**src/design/eabs_pkg.sv**
```systemverilog
package eabs_pkg;

    localparam int CFG_W     = 11;
    localparam int CFG_IDX_W = 1;
    localparam int DATA_W    = 8;
    localparam int RES_W     = 16;
    localparam int SUM_W     = 12;
    localparam int CNT_W     = 4;
    localparam int NUM_W     = SUM_W + 9;
    localparam int X_W       = NUM_W - 1;
    localparam int RCP_W     = 23;
    localparam int RCP_S     = 24;

    localparam logic [CFG_IDX_W-1:0] REG_NUM_ROWS = 1'd0;
    localparam logic [CFG_IDX_W-1:0] REG_NUM_COLS = 1'd1;

    // floor(2^24 / 3) and floor(2^24 / 9)
    localparam logic [RCP_W-1:0] RCP_THREE = 23'd5592405;
    localparam logic [RCP_W-1:0] RCP_NINE  = 23'd1864135;

    typedef enum logic [1:0] {
        M_ONE,
        M_THREE,
        M_NINE
    } t_mcode;

    typedef struct packed {
        logic [1:0] shift;
        t_mcode     m;
    } t_div_plan;

    typedef struct packed {
        logic row0;
        logic row1;
        logic row2;
        logic left;
        logic right;
        logic last;
    } t_tap_mask;

    typedef struct packed {
        logic      rd;
        logic      upd;
        logic      sum;
        logic      mul;
        logic      fix;
        logic      load;
        t_tap_mask mask;
    } t_dp_cmd;

    typedef struct packed {
        logic out_free;
    } t_dp_stat;

    // Divisor 2n is split into a power of two and an odd factor of 1, 3 or 9.
    function automatic t_div_plan div_plan(input logic [CNT_W-1:0] n);
        t_div_plan p;
        case (n)
            4'd1: begin p.shift = 2'd1; p.m = M_ONE;   end
            4'd2: begin p.shift = 2'd2; p.m = M_ONE;   end
            4'd3: begin p.shift = 2'd1; p.m = M_THREE; end
            4'd4: begin p.shift = 2'd3; p.m = M_ONE;   end
            4'd6: begin p.shift = 2'd2; p.m = M_THREE; end
            4'd9: begin p.shift = 2'd1; p.m = M_NINE;  end
            default: begin p.shift = 2'd1; p.m = M_ONE; end
        endcase
        return p;
    endfunction

endpackage

```
**src/design/eabs_ctrl.sv**
```systemverilog
module eabs_ctrl
    import eabs_pkg::*;
#(
    parameter int MAX_COLS = 1024,
    parameter int MAX_ROWS = 1024,
    localparam int COL_W  = $clog2(MAX_COLS),
    localparam int COLN_W = $clog2(MAX_COLS + 1),
    localparam int ROW_W  = $clog2(MAX_ROWS + 2)
) (
    input  logic                 i_clk,
    input  logic                 i_rst_n,
    input  logic                 i_in_valid,
    output logic                 o_in_stall,
    input  logic                 i_cfg_we,
    input  logic [CFG_IDX_W-1:0] i_cfg_idx,
    input  logic [CFG_W-1:0]     i_cfg_data,
    output t_dp_cmd              o_cmd,
    output logic [COL_W-1:0]     o_addr,
    input  t_dp_stat             i_stat
);

    localparam int RST_ROWS = (MAX_ROWS < 256) ? MAX_ROWS : 256;
    localparam int RST_COLS = (MAX_COLS < 256) ? MAX_COLS : 256;

    typedef enum logic [2:0] {
        S_IDLE,
        S_READ,
        S_SUM,
        S_MUL,
        S_FIX,
        S_OUT
    } t_state;

    t_state             r_state, n_state;
    logic               r_in_stall;
    logic               r_has_res;
    t_tap_mask          r_mask;
    logic [ROW_W-1:0]   r_row;
    logic [COL_W-1:0]   r_col;
    logic [ROW_W-1:0]   r_nr;
    logic [COLN_W-1:0]  r_nc;

    logic               accept;
    logic               col_zero, case_a, case_b, wrap;
    logic [ROW_W-1:0]   tr;
    logic [COLN_W-1:0]  tc, col_inc;
    t_tap_mask          n_mask;

    function automatic logic [ROW_W-1:0] clamp_rows(input logic [CFG_W-1:0] v);
        if (v == '0) return ROW_W'(1);
        if (int'(v) > MAX_ROWS) return ROW_W'(MAX_ROWS);
        return ROW_W'(v);
    endfunction

    function automatic logic [COLN_W-1:0] clamp_cols(input logic [CFG_W-1:0] v);
        if (v == '0) return COLN_W'(1);
        if (int'(v) > MAX_COLS) return COLN_W'(MAX_COLS);
        return COLN_W'(v);
    endfunction

    assign accept = i_in_valid && !r_in_stall;

    // Decide at accept which taps of the shifted window fall inside the grid.
    always_comb begin
        col_zero = (r_col == '0);
        case_a   = col_zero && (r_row >= ROW_W'(2));
        case_b   = !col_zero && (r_row != '0);
        wrap     = col_zero && (r_row > r_nr);
        tr       = case_a ? r_row - ROW_W'(2) : r_row - ROW_W'(1);
        tc       = case_a ? r_nc - COLN_W'(1) : COLN_W'(r_col) - COLN_W'(1);
        col_inc  = COLN_W'(r_col) + COLN_W'(1);
        n_mask.row0  = (tr != '0);
        n_mask.row1  = (tr < r_nr);
        n_mask.row2  = ((tr + ROW_W'(1)) < r_nr);
        n_mask.left  = (tc != '0);
        n_mask.right = ((tc + COLN_W'(1)) < r_nc);
        n_mask.last  = case_a && (r_row > r_nr);
    end

    always_comb begin
        n_state = r_state;
        case (r_state)
            S_IDLE:  if (accept) n_state = S_READ;
            S_READ:  n_state = r_has_res ? S_SUM : S_IDLE;
            S_SUM:   n_state = S_MUL;
            S_MUL:   n_state = S_FIX;
            S_FIX:   n_state = S_OUT;
            S_OUT:   if (i_stat.out_free) n_state = S_IDLE;
            default: n_state = S_IDLE;
        endcase
    end

    always_ff @(posedge i_clk) begin
        if (!i_rst_n) begin
            r_state    <= S_IDLE;
            r_in_stall <= 1'b1;
            r_has_res  <= 1'b0;
            r_row      <= '0;
            r_col      <= '0;
            r_nr       <= ROW_W'(RST_ROWS);
            r_nc       <= COLN_W'(RST_COLS);
        end else begin
            r_state    <= n_state;
            r_in_stall <= (n_state != S_IDLE);
            if (accept) begin
                r_has_res <= case_a || case_b;
                r_mask    <= n_mask;
            end
            if (i_cfg_we) begin
                case (i_cfg_idx)
                    REG_NUM_ROWS: begin
                        r_nr  <= clamp_rows(i_cfg_data);
                        r_row <= '0;
                        r_col <= '0;
                    end
                    REG_NUM_COLS: begin
                        r_nc  <= clamp_cols(i_cfg_data);
                        r_row <= '0;
                        r_col <= '0;
                    end
                    default: ;
                endcase
            end else if (accept) begin
                if (wrap) begin
                    r_row <= '0;
                    r_col <= '0;
                end else if (col_inc >= r_nc) begin
                    r_col <= '0;
                    r_row <= r_row + ROW_W'(1);
                end else begin
                    r_col <= COL_W'(col_inc);
                end
            end
        end
    end

    assign o_in_stall  = r_in_stall;
    assign o_addr      = r_col;
    assign o_cmd.rd    = accept;
    assign o_cmd.upd   = (r_state == S_READ);
    assign o_cmd.sum   = (r_state == S_SUM);
    assign o_cmd.mul   = (r_state == S_MUL);
    assign o_cmd.fix   = (r_state == S_FIX);
    assign o_cmd.load  = (r_state == S_OUT) && i_stat.out_free;
    assign o_cmd.mask  = r_mask;

    a_accept_idle: assert property (@(posedge i_clk) disable iff (!i_rst_n)
        accept |-> (r_state == S_IDLE))
        else $error("beat accepted outside idle");

    a_accept_read: assert property (@(posedge i_clk) disable iff (!i_rst_n)
        accept |=> (r_state == S_READ))
        else $error("accepted beat did not start a line buffer read");

    a_col_range: assert property (@(posedge i_clk) disable iff (!i_rst_n)
        COLN_W'(r_col) < r_nc)
        else $error("column position beyond row length");

endmodule

```
**config.mk**
```make
export PLATFORM = sky130hd
export DESIGN_NAME = eabs_ctrl
export DESIGN_NICKNAME = d
export VERILOG_FILES = /design/src/design/eabs_pkg.sv /design/src/design/eabs_ctrl.sv
export SDC_FILE = /design/constraint.sdc
export NUM_CORES = 1
export LEC_CHECK = 0
export BUFFER_PORTS_ARGS = -buffer_cell sky130_fd_sc_hd__buf_2
export CORE_AREA = 2 2 110 112
export CTS_BUF_LIST = sky130_fd_sc_hd__clkbuf_8
export DETAILED_ROUTE_END_ITERATION = 7
export DIE_AREA = 0 0 112 114
export HOLD_SLACK_MARGIN = 0.1
export REMOVE_ABC_BUFFERS = 1
export SLEW_MARGIN = 20
export SYNTH_ARGS = -nofsm -noshare
export SYNTH_HDL_FRONTEND = slang
export SYNTH_SLANG_ARGS = --single-unit
```
**constraint.sdc**
```tcl
create_clock -name i_clk -period 5.7 [get_ports i_clk]
set_input_delay 1.425 -clock i_clk [delete_from_list [all_inputs] [get_ports i_clk]]
set_output_delay 1.425 -clock i_clk [all_outputs]
set_load 0.05 [all_outputs]
```
# == After elaboration in Yosys (flattened, before gate mapping) ==
# Cells that the tools add are included.
# op_classes
order_cmp,7
bitwise,2
n_addsub,8
n_reduce_logical,22
div_mod_pow,0
n_eq_ne,5
muxes,32
n_mul,0
shifts,0
# op_table
operator,n
2-to-1 mux 11 bit,10
"adder 11 x 1 -> 11 bit, second input constant",3
less-than comparator 11 bit,3
nonzero test 11 bit,3
"subtractor 11 x 1 -> 11 bit, second input constant",2
2-to-1 mux 10 bit,2
case mux 3 bit (6 select lines),1
2-to-1 mux 1 bit,16
"adder 10 x 1 -> 11 bit, second input constant",1
greater-or-equal comparator 11 bit,1
"greater-or-equal comparator 11 x 2 -> 1 bit, second input constant",1
greater-than comparator 11 bit,1
"greater-than comparator 11 bit, second input constant",1
zero test 11 bit,1
"subtractor 10 x 1 -> 11 bit, second input constant",1
"subtractor 11 x 2 -> 11 bit, second input constant",1
zero test 10 bit,1
AND reduction 2 bit,4
"equality test 3 x 2 -> 1 bit, second input constant",2
"equality test 3 bit, second input constant",2
logical AND 1 bit,6
2-to-1 mux 3 bit,2
"equality test 3 x 1 -> 1 bit, second input constant",1
zero test 3 bit,1
7 further kinds,9
# totals
latchBits,0
output_inout_bits,23
input_bits,17
mem_bits_rw,0
elab_cells,89
n_memories,0
romBits,0
regBits,54

# == Longest topological paths before layout ==
# depth
ltp_word,11
ltp_mapped,26
mapped_depth_nobuf,23

# == Least setup slack after synthesis ==
# OpenSTA, ideal clock, no wires.
# synth_timing
kind,register to register
startpoint,reg r_col[5] (netlist: o_addr[5])
endpoint,reg r_mask (netlist bit o_cmd[1]) (data pin)
arrival_time_ps,5136
synth_period_minus_slack_ps,5303
path_stages_with_launch,25
setup_slack_ps,397
setup_ps,167
path_buffers,5
required_time_ps,5533
path_cell_list,dfxtp_1 buf_6 or4_1 buf_2 or4_1 buf_2 nor2_4 buf_6 buf_2 nor2_1 a21oi_1 ha_1 nor3b_1 nor2b_1 o311ai_4 mux2_2 a311oi_2 xnor2_1 ha_1 nor2b_1 o21ai_0 nand2b_1 a21oi_1 a21oi_1 a211oi_1
# synth_rtl
element,line_no,text
start: declaration,eabs_ctrl.sv:39,logic [COL_W-1:0] r_col;
start signal: assignment,eabs_ctrl.sv:131,r_col <= COL_W'(col_inc);
end signal: assignment,eabs_ctrl.sv:107,r_mask <= n_mask;
end: declaration,eabs_ctrl.sv:37,t_tap_mask r_mask;

==> impl_metrics.json <==
{
  "status": "finished, final reports clean",
  "clock_skew_ns": 0.0222,
  "clockBufferDepth": 2,
  "sw_frac_of_total": 0.322,
  "layout-drive-gt1-share": 0.101,
  "rr_startpoint": "o_addr[7]",
  "synth_top_area_share": 0.187,
  "final_cell_area_sq_um": 5510,
  "track_usage": 0.219,
  "dp_hpwl_um": 10900,
  "core_sq_um": 11700,
  "max_freq_mhz": 191,
  "clk-insertion-delay-late_ns": 0.34,
  "ios": 40,
  "cap_violations": 0,
  "worstSetupEndpointType": "flop",
  "fin_util": 0.470,
  "area_delta_synth_final_pct": 7.39,
  "slew_violations": 0,
  "p_int_mw": 0.561,
  "ys_seq_elements": 54,
  "fin_crit_sh": 0.916,
  "drtIter0Drc": 297,
  "synth-seq-area-share": 0.222,
  "seq_power_share": 0.485,
  "remaining_drc_errors": 0,
  "antenna_found_initial": 0,
  "syn_inst": 662,
  "cts_root_buffer": "clkbuf_8",
  "cts.reportedPaths.clkPinSlew_ns": 0.10,
  "dieHeight_um": 114,
  "synth.area.top_cells": "dfxtp_1, ha_1, a21oi_1",
  "met3_usage": 0.0377,
  "avgSynthCellArea_sq_um": 7.75,
  "slew_headroom": 0.365,
  "hp-class": "reg -> reg",
  "p_switching_mw": 0.267,
  "finalHoldViolations": 0,
  "wl_um": 13800,
  "postPlaceCellArea_sq_um": 5430,
  "setup_violations": 0,
  "num-nets-final": 765,
  "combPwrFrac": 0.252,
  "crit_required_ns": 5.86,
  "cts_buffers": 5,
  "die_w_um": 112,
  "gr-total-overflow": 0,
  "fin_cells": 830,
  "synth_top_area_cell": "dfxtp_1",
  "io_buffers": 39,
  "diodes": 0,
  "synth-main-ff-cell": "dfxtp_1",
  "htreeDepth": 2,
  "synth_enable_flop_cells": 6,
  "die_area_sq_um": 12800,
  "rsz0062_at_grt": "no",
  "postCtsHoldBufs": 0,
  "cts_num_sinks": 54,
  "layout_commonest_cell": "ha_1",
  "num_vias": 4841,
  "postCtsSetupBuffers": 0,
  "fillers": 1225,
  "p_leak_nw": 2.35,
  "gr-max-usage-layer": "met2",
  "yosys_warnings": 0,
  "placed_cells": 822,
  "cts_resized": 0,
  "critPathKind": "reg -> reg",
  "grt_pass1_vias": 4613,
  "ant_nets": 0,
  "hp-start": "r_has_res",
  "synthDistinctLibCells": 64,
  "routedWlPerCell_um": 16.7,
  "grt_max_degree": 25,
  "layout_common_cells": "ha_1, a21oi_1, nand2_1",
  "synthArstFlopShare": 0,
  "grt_first_pass_wirelength_um": 22800,
  "peakVddDrop_v": 0.000120,
  "critPathLaunch": "o_addr[7]",
  "gp_congestion": 0.961,
  "clock_power_share": 0.263,
  "final.min_clock_period_ns": 5.22,
  "fp-row-count": 40,
  "arrival_ns": 5.38,
  "p_per_area_nw_per_um2": 150,
  "synth_area_sq_um": 5130,
  "hold_ws_ns": 0.490,
  "initial_core_util": 0.438,
  "gr-usage-met1": 0.269,
  "cts_tree": "built",
  "vias_per_cell": 5.83,
  "use_met2": 0.385,
  "cp_max_fo": 13,
  "tightest_slew_ns": 0.950,
  "startpoint_type": "flop",
  "drt-pass1-iter-count": 4,
  "tns_ns": 0
}
-- per-stage QoR --
stage / power, mW / worst slack, ns
after floorplan: 0.557 / 0.535
after global placement: 0.611 / 0.658
final: 0.828 / 0.477
after detailed placement: 0.617 / 0.506
after CTS: 0.839 / 0.491
after global routing: 0.878 / 0.0412
-- final timing paths --
| check | endpoint | slack [ns] | depth (start not counted) |
|---|---|---|---|
| max reg2reg | o_cmd[1] | 0.48 | 19 |
| max | o_cmd[1] | 0.48 | 19 |
| min reg2reg | r_has_res | 0.49 | 2 |
| min | r_has_res | 0.49 | 2 |
-- worst max-delay path, stage by stage (launching register included) --
cell	delay, ns
dfxtp_1	0.46
or4_1	0.64
or4_1	0.61
nor2_4	0.15
nor2_1	0.05
a21oi_1	0.26
ha_1	0.28
nor3b_1	0.25
nor2b_1	0.33
o311ai_4	0.18
mux2_2	0.31
a311oi_2	0.32
xnor2_1	0.13
ha_1	0.29
nor2b_1	0.13
o21ai_0	0.16
nand2b_1	0.08
a21oi_1	0.14
a21oi_1	0.07
a211oi_1	0.20
-- layout make-up --
class	instances	area, sq um	area share
Multi-Input combinational cell	525	3640	0.661
Clock inverter	3	15.0	0.00273
Clock buffer	5	68.8	0.0125
Inverter	44	165	0.0300
Sequential cell	54	1140	0.207
Timing Repair Buffer	52	293	0.0531
Tap cell	147	184	0.0334
-- sequential cells by signal, indices dropped and copies added, names as in the netlist --
register,flops
r_nc,11
r_nr,11
r_row,11
r_has_res,1
r_state,3
o_addr,10
o_cmd,6
o_in_stall,1
-- synthesized netlist by cell type, types with 9 or more instances --
cell,number
nand2_1,51
clkbuf_1,27
nor4_1,14
nand3_1,30
nand2b_1,12
nor2_1,44
a31oi_1,9
nor3b_1,20
dfxtp_1,48
ha_1,66
and3_1,9
nand4_1,16
o21ai_0,19
inv_1,43
nor2b_1,25
xor2_1,10
a21o_1,13
or4_1,10
xnor2_1,23
a21oi_1,57
nor3_1,17
-- metal layers --
metal,up-vias,routed length (um)
met1,2280,6190
met5,-,0
met2,101,6780
met4,0,346
met3,27,524
li1,2433,-
-- power groups by stage --
stage	clock network (mW)	logic [mW]	registers (mW)
floorplan	0	0.141	0.415
global placement	0	0.201	0.410
detailed placement	0	0.207	0.410
CTS	0.229	0.209	0.401
global route	0.241	0.234	0.402
finish	0.218	0.209	0.401
-- cell families after synthesis --
group / after synthesis / share of synthesized area
buf+inv: 83 / 0.0676
xor+xnor: 34 / 0.0595
mux: 4 / 0.0105
compound gates: 150 / 0.191
fa+ha+maj: 66 / 0.161
flops: 54 / 0.222
simple gates: 271 / 0.288
(Power assumes the default switching activity.)
